<file path="src/design/assert_macros.svh">
// Assertion macros used by the cache core RTL.
// No dependencies; included by files that carry concurrent assertions.
`ifndef ASSERT_MACROS_SVH
`define ASSERT_MACROS_SVH
`ifndef SYNTHESIS
`define ASSERT_CLK(lbl, clk, rst_n, prop) \
    lbl: assert property (@(posedge clk) disable iff (!rst_n) prop) \
        else $error("%m: assertion failed");
`define ASSERT_NEVER(lbl, clk, rst_n, cond) \
    lbl: assert property (@(posedge clk) disable iff (!rst_n) !(cond)) \
        else $error("%m: forbidden condition seen");
`else
`define ASSERT_CLK(lbl, clk, rst_n, prop)
`define ASSERT_NEVER(lbl, clk, rst_n, cond)
`endif
`endif

</file>
<file path="src/design/lkvc_pkg.sv">
// Shared constants and types of the LRU key/value cache core.
// No dependencies; used by lkvc_cell and lru_key_value_cache_core.
`timescale 1ns / 1ps

package lkvc_pkg;

    localparam int DATA_W      = 32;
    localparam int CAP_W       = 5;
    localparam int ENTRIES_DEF = 16;

    localparam logic [CAP_W-1:0]  CAP_RESET  = CAP_W'(16);
    localparam logic [DATA_W-1:0] MISS_VALUE = '1;

    localparam logic OP_GET = 1'b0;
    localparam logic OP_PUT = 1'b1;

    typedef struct packed {
        logic cmp;
        logic upd;
        logic put;
        logic hit;
        logic full;
    } lkvc_ctl_t;

    typedef struct packed {
        logic              hit;
        logic              taken;
        logic [DATA_W-1:0] value;
    } lkvc_chain_t;

endpackage

</file>
<file path="src/design/lkvc_cell.sv">
// One cache entry: valid bit, key, value, recency age and match flag.
// Depends on lkvc_pkg; chained by lru_key_value_cache_core.
`timescale 1ns / 1ps

module lkvc_cell #(
    parameter int AGE_W = 4
) (
    input  logic                        clk,
    input  logic                        rst_n,
    input  lkvc_pkg::lkvc_ctl_t         ctl,
    input  logic [lkvc_pkg::DATA_W-1:0] req_key,
    input  logic [lkvc_pkg::DATA_W-1:0] req_value,
    input  logic [AGE_W-1:0]            hit_age,
    input  logic [AGE_W-1:0]            victim_age,
    input  lkvc_pkg::lkvc_chain_t       chain_in,
    output lkvc_pkg::lkvc_chain_t       chain_out,
    input  logic [AGE_W-1:0]            age_in,
    output logic [AGE_W-1:0]            age_out,
    output logic                        match
);
    import lkvc_pkg::*;

    logic              valid_reg;
    logic              valid_next;
    logic [AGE_W-1:0]  age_reg;
    logic [AGE_W-1:0]  age_next;
    logic              match_reg;
    logic              match_next;
    logic [DATA_W-1:0] key_reg;
    logic [DATA_W-1:0] value_reg;
    logic              take_free;
    logic              victim;
    logic              target;
    logic              act;
    logic              grow;

    assign take_free = !valid_reg && !chain_in.taken;
    assign victim    = valid_reg && (age_reg == victim_age);
    assign target    = ctl.hit ? match_reg : (ctl.full ? victim : take_free);
    assign act       = ctl.upd && (ctl.hit || ctl.put);
    assign grow      = valid_reg && (!ctl.hit || (age_reg < hit_age));

    assign chain_out.hit   = chain_in.hit | match_reg;
    assign chain_out.taken = chain_in.taken | !valid_reg;
    assign chain_out.value = chain_in.value | (match_reg ? value_reg : '0);
    assign age_out         = age_in | (match_reg ? age_reg : '0);
    assign match           = match_reg;

    always_comb
    begin
        match_next = match_reg;
        valid_next = valid_reg;
        age_next   = age_reg;
        if (ctl.cmp)
        begin
            match_next = valid_reg && (key_reg == req_key);
        end
        if (act)
        begin
            if (target)
            begin
                valid_next = 1'b1;
                age_next   = '0;
            end
            else if (grow)
            begin
                age_next = age_reg + AGE_W'(1);
            end
        end
    end

    always_ff @(posedge clk or negedge rst_n)
    begin
        if (!rst_n)
        begin
            valid_reg <= 1'b0;
            age_reg   <= '0;
            match_reg <= 1'b0;
        end
        else
        begin
            valid_reg <= valid_next;
            age_reg   <= age_next;
            match_reg <= match_next;
        end
    end

    always_ff @(posedge clk)
    begin
        if (act && target && ctl.put)
        begin
            key_reg   <= req_key;
            value_reg <= req_value;
        end
    end

endmodule

</file>
<file path="src/design/lru_key_value_cache_core.sv">
// Top level of the fully associative LRU key/value cache: control and cell row.
// Depends on lkvc_pkg, lkvc_cell and assert_macros.svh.
//
//   channel   handshake          payload
//   request   start / busy       op, lookup_key, write_value
//   result    done (strobe)      found, read_value
//   config    cfg_wr_en          cfg_wr_data (capacity)
//
// A request has a compare cycle (busy high) in which every cell
// matches the key, then an update cycle in which the cells update ages, keys
// and values; the next request may be accepted in the update cycle.
// The result strobe follows the update cycle. Reset clears valid bits, ages,
// occupancy and sets capacity to 16. The receiver cannot stall results.
`timescale 1ns / 1ps
`include "assert_macros.svh"

module lru_key_value_cache_core #(
    parameter int ENTRIES = lkvc_pkg::ENTRIES_DEF
) (
    input  logic                               clk,
    input  logic                               rst_n,
    input  logic                               start,
    output logic                               busy,
    input  logic                               op,
    input  logic signed [lkvc_pkg::DATA_W-1:0] lookup_key,
    input  logic signed [lkvc_pkg::DATA_W-1:0] write_value,
    output logic                               done,
    output logic                               found,
    output logic signed [lkvc_pkg::DATA_W-1:0] read_value,
    input  logic                               cfg_wr_en,
    input  logic [lkvc_pkg::CAP_W-1:0]         cfg_wr_data
);
    import lkvc_pkg::*;

    localparam int AGE_W = (ENTRIES > 1) ? $clog2(ENTRIES) : 1;
    localparam int OCC_W = $clog2(ENTRIES + 1);
    localparam int CMP_W = (CAP_W > OCC_W) ? CAP_W : OCC_W;

    localparam logic [1:0] ST_IDLE = 2'd0;
    localparam logic [1:0] ST_CMP  = 2'd1;
    localparam logic [1:0] ST_UPD  = 2'd2;

    logic [1:0]        state_reg;
    logic [1:0]        state_next;
    logic [CAP_W-1:0]  cap_reg;
    logic [OCC_W-1:0]  occ_reg;
    logic [OCC_W-1:0]  occ_next;
    logic              op_reg;
    logic [DATA_W-1:0] key_reg;
    logic [DATA_W-1:0] value_reg;
    logic              done_reg;
    logic              found_reg;
    logic [DATA_W-1:0] read_value_reg;
    logic              accept;
    logic [CAP_W-1:0]  cap_min1;
    logic              full;
    logic [AGE_W-1:0]  victim_age;
    logic              upd;
    logic              hit;
    lkvc_ctl_t         ctl;
    lkvc_chain_t       chain [ENTRIES+1];
    logic [AGE_W-1:0]  age_chain [ENTRIES+1];
    logic [ENTRIES-1:0] match_vec;

    assign busy   = (state_reg == ST_CMP);
    assign accept = start && !busy;
    assign upd    = (state_reg == ST_UPD);

    assign cap_min1   = (cap_reg == '0) ? CAP_W'(1) : cap_reg;
    assign full       = (CMP_W'(occ_reg) >= CMP_W'(cap_min1)) || (occ_reg == OCC_W'(ENTRIES));
    assign victim_age = AGE_W'(occ_reg - OCC_W'(1));

    assign chain[0]     = '{hit: 1'b0, taken: 1'b0, value: '0};
    assign age_chain[0] = '0;
    assign hit          = chain[ENTRIES].hit;

    assign ctl.cmp  = (state_reg == ST_CMP);
    assign ctl.upd  = upd;
    assign ctl.put  = (op_reg == OP_PUT);
    assign ctl.hit  = hit;
    assign ctl.full = full;

    for (genvar i = 0; i < ENTRIES; i++)
    begin : g_cell
        lkvc_cell #(
            .AGE_W(AGE_W)
        ) u_cell (
            .clk       (clk),
            .rst_n     (rst_n),
            .ctl       (ctl),
            .req_key   (key_reg),
            .req_value (value_reg),
            .hit_age   (age_chain[ENTRIES]),
            .victim_age(victim_age),
            .chain_in  (chain[i]),
            .chain_out (chain[i+1]),
            .age_in    (age_chain[i]),
            .age_out   (age_chain[i+1]),
            .match     (match_vec[i])
        );
    end

    always_comb
    begin
        state_next = ST_IDLE;
        if (accept)
        begin
            state_next = ST_CMP;
        end
        else if (state_reg == ST_CMP)
        begin
            state_next = ST_UPD;
        end
        occ_next = occ_reg;
        if (upd && (op_reg == OP_PUT) && !hit && !full)
        begin
            occ_next = occ_reg + OCC_W'(1);
        end
    end

    always_ff @(posedge clk or negedge rst_n)
    begin
        if (!rst_n)
        begin
            state_reg <= ST_IDLE;
            cap_reg   <= CAP_RESET;
            occ_reg   <= '0;
            done_reg  <= 1'b0;
        end
        else
        begin
            state_reg <= state_next;
            occ_reg   <= occ_next;
            done_reg  <= upd;
            if (cfg_wr_en)
            begin
                cap_reg <= cfg_wr_data;
            end
        end
    end

    always_ff @(posedge clk)
    begin
        if (accept)
        begin
            op_reg    <= op;
            key_reg   <= lookup_key;
            value_reg <= write_value;
        end
        if (upd)
        begin
            found_reg      <= hit;
            read_value_reg <= (hit && (op_reg == OP_GET)) ? chain[ENTRIES].value : MISS_VALUE;
        end
    end

    assign done       = done_reg;
    assign found      = found_reg;
    assign read_value = read_value_reg;

    `ASSERT_NEVER(a_occ_bound, clk, rst_n, occ_reg > OCC_W'(ENTRIES))
    `ASSERT_CLK(a_upd_done, clk, rst_n, (state_reg == ST_UPD) |=> done_reg)
    `ASSERT_CLK(a_one_match, clk, rst_n, $onehot0(match_vec))
    `ASSERT_CLK(a_miss_value, clk, rst_n, (done_reg && !found_reg) |-> (read_value_reg == MISS_VALUE))
    `ASSERT_CLK(a_occ_step, clk, rst_n, (occ_reg != $past(occ_reg)) |-> $past(state_reg == ST_UPD))

endmodule

</file>
<file path="config.mk">
export PLATFORM = sky130hd
export DESIGN_NAME = lru_key_value_cache_core
export DESIGN_NICKNAME = d
export VERILOG_FILES = /design/src/design/lkvc_pkg.sv /design/src/design/lkvc_cell.sv /design/src/design/lru_key_value_cache_core.sv
export VERILOG_INCLUDE_DIRS = /design/src /design/src/design
export SDC_FILE = /design/constraint.sdc
export NUM_CORES = 1
export LEC_CHECK = 0
export ABC_CLOCK_PERIOD_IN_PS = 17700
export BUFFER_PORTS_ARGS = -buffer_cell sky130_fd_sc_hd__buf_2
export CAP_MARGIN = 20
export CORE_AREA = 2 2 278 280
export DETAILED_ROUTE_END_ITERATION = 8
export DIE_AREA = 0 0 280 282
export PLACE_DENSITY = 0.84
export SLEW_MARGIN = 15
export SYNTH_ARGS = -nofsm -noshare
export SYNTH_HDL_FRONTEND = slang
export SYNTH_SLANG_ARGS = --single-unit
</file>
<file path="constraint.sdc">
create_clock -name clk -period 17.7 [get_ports clk]
set_clock_uncertainty 0.15 [all_clocks]
set_input_delay 0.885 -clock clk [delete_from_list [all_inputs] [get_ports clk]]
set_output_delay 0.885 -clock clk [all_outputs]
set_load 0.02 [all_outputs]
</file>
Yosys cells after proc, flatten, opt, wreduce, memory -nomap -nowiden
Index checks and enable logic that the tools add are counted.
{ "totals": {"ff_bits": 1231, "input_bits": 74, "output_inout_bits": 35, "wordCells": 519} }
{ "op_classes": {"add_sub_neg": 18, "n_lt_le_gt_ge": 17, "n_eq_ne": 35, "mux": 99, "n_bitwise": 60, "n_reduce_logical": 201} }
{ "op_table": {"columns": ["operator", "n"], "rows": [
  ["32-bit equality test", 16],
  ["32-bit two-way mux", 16],
  ["32-bit OR", 15],
  ["4-bit two-way mux", 48],
  ["1-bit logical AND", 101],
  ["4-bit by 1-bit adder with 4-bit output, second input constant", 16],
  ["4-bit equality test", 16],
  ["4-bit less-than comparator", 16],
  ["2-bit AND reduction", 32],
  ["4-bit OR", 15],
  ["1-bit logical NOT", 33],
  ["1-bit two-way mux", 32],
  ["2-bit nonzero test", 16],
  ["1-bit OR", 29],
  ["1-bit logical OR", 18],
  ["5-bit by 1-bit adder with 5-bit output, second input constant", 1],
  ["5-bit equality test, second input constant", 1],
  ["5-bit greater-or-equal comparator", 1],
  ["5-bit logical NOT", 1],
  ["5-bit two-way mux", 1],
  ["2-bit two-way mux", 2],
  ["4-bit by 1-bit subtractor with 4-bit output, second input constant", 1],
  ["2-bit by 1-bit equality test with 1-bit output, second input constant", 1],
  ["2-bit equality test, second input constant", 1],
  ["1-bit NOT", 1]
]} }

Depth between registers and ports, before layout
{ "depth": {"depth_word": 21, "depth_mapped": 13, "mapped_depth_nobuf": 11} }

Modules after synthesis
Synthesis repeated with hierarchy kept, for this count alone.
{ "hier_totals": {"cells_unflattened": 3533, "hier_area_um2": 52494.1} }
{ "modules_own_cells": {"columns": ["mod", "n_inst", "cells_each", "area_each_um2", "seq_area_each_um2"], "rows": [
  ["lkvc_cell", 16, 208, 3037.9, 2072.0],
  ["lru_key_value_cache_core", 1, 205, 3887.5, 3269.4]
]} }

Worst setup path after synthesis
Ideal clock, no wire load.
{ "synth_path": {"kind": "reg2reg", "start": "register state_reg[0]", "end": "register g_cell[11].u_cell.key_reg[0] (enable)", "setup_ps": 487, "arrival_time_ps": 5528, "required_ps": 17063, "slack_ps": 11536, "stages_incl_launch_ff": 5, "synth_period_minus_slack_ps": 6164, "path_cell_list": "dfrtp_1 nor2b_1 nand2_1 clkbuf_1 nor2_1"} }
{ "synth_via": {"elab_chain_len": 4} }
{ "synth_lines": {"columns": ["element", "line_no", "text"], "rows": [
  ["start, declared", "lru_key_value_cache_core.sv:43", "logic [1:0] state_reg;"],
  ["start signal, assigned", "lru_key_value_cache_core.sv:132", "state_reg <= state_next;"],
  ["2-bit equality test", "lru_key_value_cache_core.sv:67", "assign upd = (state_reg == ST_UPD);"],
  ["net upd", "lru_key_value_cache_core.sv:58", "logic upd;"],
  ["1-bit logical AND", "lkvc_cell.sv:40", "assign act = ctl.upd && (ctl.hit || ctl.put);"],
  ["1-bit logical AND (2 in a row)", "lkvc_cell.sv:90", "if (act && target && ctl.put)"],
  ["end signal, assigned", "lkvc_cell.sv:92", "key_reg <= req_key;"],
  ["end, declared", "lkvc_cell.sv:29", "logic [DATA_W-1:0] key_reg;"]
]} }
The timed path passes the listed nets, and every way through them passes these cells.
A chain may end at the register's enable or synchronous reset.

Worst setup path after layout
{ "layout_path": {"start": "register g_cell[2].u_cell.match_reg", "end": "register g_cell[11].u_cell.key_reg[10] (enable)"} }
{ "layout_via": {"elab_chain_len": 18, "elab_cells_between_ends": 19, "cone_classes": "1 x mux; 14 x bitwise; 4 x reduce/logical"} }
{ "layout_lines": {"columns": ["element", "line_no", "text"], "rows": [
  ["start, declared", "lkvc_cell.sv:27", "logic match_reg;"],
  ["start signal, assigned", "lkvc_cell.sv:84", "match_reg <= match_next;"],
  ["1-bit OR * (14 in a row)", "lkvc_cell.sv:43", "assign chain_out.hit = chain_in.hit | match_reg;"],
  ["1-bit logical OR", "lkvc_cell.sv:40", null],
  ["1-bit logical AND", "lkvc_cell.sv:40", null],
  ["1-bit logical AND * (2 in a row)", "lkvc_cell.sv:90", null]
]} }
Every way passes the cells marked *; elsewhere a longest branch is shown, timed or not.

==> impl_metrics.toml <==
[setup_path]
worstReg2RegStart = "g_cell[2].u_cell.match"
path_max_fanout = 60
crit_arrival_ns = 5.18
r2r-end = "g_cell[11].u_cell.key_reg[10]"
r2r_slack_ns = 12.66
endpoint_kind = "flip-flop"
critical_path_class = "flip-flop to flip-flop"
reg2reg_depth = 10
start_kind = "flip-flop"
critical_path.startpoint = "g_cell[2].u_cell.match"
required_ns = 17.84

[detailed_routing]
dr.pass1.iters = 8
vias_per_cell = 7.14
wl_microns = 136000
ant_nets = 0
drt-initial-drc-count = 4317
drc_errors = 0
wl_per_cell_microns = 31.1
vias = 31200

[grt]
grt_pass1_wl_microns = 199000
antenna_found_initial = 3
gr-total-overflow = 0
grt_max_degree = 67
grt_pass1_vias = 31400
grt_util_all_layers = 0.344

[cells_and_area]
nFillCells = 4058
final_common_cell = "edfxtp_1"
drive_above_1_share = 0.130
design_area_sq_mm = 0.0561
area_growth_pct = 11.2
diodes = 0
nets = 3401
most-common-layout-cells = "1122 x edfxtp_1, 398 x xor2_1, 181 x xnor2_1"

[clocking]
cts_tree = "yes"
ctsResizeCount = 0
numClockSinks = 1231
clk_pin_slew_worst_paths_ns = 0.07
cts_htree_levels = 3
insertion_delay_ns = 0.72
hold_buffers = 0
numCtsBuffers = 114
clockBufferDepth = 3
root_buffer = "clkbuf_16"
cts_setup_buffers = 0

[yosys]
synth_top_cell_by_area = "edfxtp_1"
async_flop_share = 0.0885
synth-seq-cells = 1231
ys.flop_type = "edfxtp_1"
synth_cell_types = 80
synth_top_cell_area_share = 0.668
yosysSeqAreaShare = 0.722
syn_avg_cell_area_sq_um = 15.9
synth_warnings = 0
synth_area_sq_mm = 0.0505
syn_inst = 3181
synth_edf_count = 1122
ys_top_cells_by_area = "edfxtp_1 67%, xor2_1 6.9%, dfrtp_1 5.4%"
syn_nets = 3295

[timing]
setup-tns-final_ns = 0
worst_slew_pin_slew_ns = 1.23
relSlewSlack = 0.182
max_clock_freq_mhz = 198
hold_violations = 0
final-max-slew-violation-count = 0
finalSetupViolCount = 0
period_needed_ns = 5.04
rsz0062_at_grt = "no"
period_share = 0.285

[run_status]
status = "completed"

[power]
p_leak_uw = 0.0184
ir_drop_v = 0.000117
p_per_area_mw_per_mm2 = 115

[floorplan]
ios = 109
core_sq_mm = 0.0757
rows = 101
die_h_microns = 282
dieWidth_microns = 280
start_util = 0.667
die-area_sq_mm = 0.0790

[worst_hold_path]
hold_class = "input pin to asynchronous set/reset pin"

[flow_run]
cap_viol_max_count = 0

[placed_design]
port_buffers = 108
dp_hpwl_microns = 68500
dpl-instance-area_sq_mm = 0.0522
place_congestion = 0.923
cells in the mapped netlist (all sizes together), types with 7 or more instances:
library cell	number
o2bb2ai	7
o211ai	30
nand3	43
o21a	11
dfrtp	108
nor2	42
xor2	398
nor4	111
clkbuf	134
a221oi	108
or4	9
xnor2	183
o21ai	36
a22o	119
ha	40
buf	67
edfxtp	1122
nand4	126
nand2	85
a31oi	24
a22oi	96
nor3	40
a21oi	44
o21bai	12
a21o	9
nand2b	11
inv	49
and3	35
worst max-delay path, stage by stage (launching register included):
cell      delay [ns]
dfrtp_2         0.38
buf_4           0.34
nor4_1          0.37
nand4_1         0.31
nor2_4          0.32
inv_2           0.25
buf_4           0.32
nor4_2          0.58
a221oi_2        0.32
nor2_4          0.36
buf_4           0.85
area by class of cell:
type	instances	area (sq um)	share of cell area
sequential	1231	36400	0.649
multi-input combinational	1699	13200	0.235
clock buffer	132	2950	0.0526
clock inverter	82	950	0.0169
tap	978	1220	0.0218
timing repair buffer	191	1190	0.0212
inverter	50	188	0.00334
metal layers:
layer	up-vias	track usage	part of all wire
li1	12600	-	-
met1	15400	0.465	0.34
met2	2687	0.550	0.47
met3	481	0.0682	0.14
met4	4	0.157	0.046
met5	-	0	0.00020
cells by family after synthesis:
kind of cell / after synthesis / synth area share
AOI/OAI and AO/OA: 549 / 0.0871
xor gates and xnor gates: 583 / 0.102
adders and majority gates: 42 / 0.0104
DFF: 1231 / 0.722
and+or+nand+nor: 522 / 0.0578
buffers and inverters: 251 / 0.0204
muxes: 3 / 0.000645
where the power goes:
group | switching [uW] | internal (uW) | total, uW
registers | 91.4 | 3250 | 3340
logic | 371 | 196 | 568
clock network | 1110 | 1430 | 2540
worst max path at each step:
stage	to	slack, ns	cells after the start
5_1_grt	g_cell[11].u_cell.key_reg[10]	12.54	10
6_report	g_cell[11].u_cell.key_reg[10]	12.66	10
3_5_place_dp	g_cell[11].u_cell.key_reg[9]	12.86	10
2_1_floorplan	g_cell[11].u_cell.key_reg[0]	11.54	4
3_3_place_gp	g_cell[11].u_cell.key_reg[11]	12.94	10
4_1_cts	g_cell[11].u_cell.key_reg[22]	12.84	10
metrics by stage:
| step | instances | total power (uW) | utilization | hold WS, ns | setup slack, ns |
|---|---|---|---|---|---|
| after floorplan | 3181 | 3760 | - | 0.314 | 11.54 |
| after global placement | 4147 | 3920 | 0.689 | 0.352 | 12.94 |
| after detailed placement | 4147 | 3950 | 0.689 | 0.358 | 12.86 |
| after CTS | 4361 | 6440 | 0.741 | 0.105 | 12.84 |
| after global routing | 4363 | 6600 | 0.742 | 0.148 | 12.54 |
| final | 4363 | 6450 | 0.742 | 0.0966 | 12.66 |
Power figures use the tool's default switching activity.
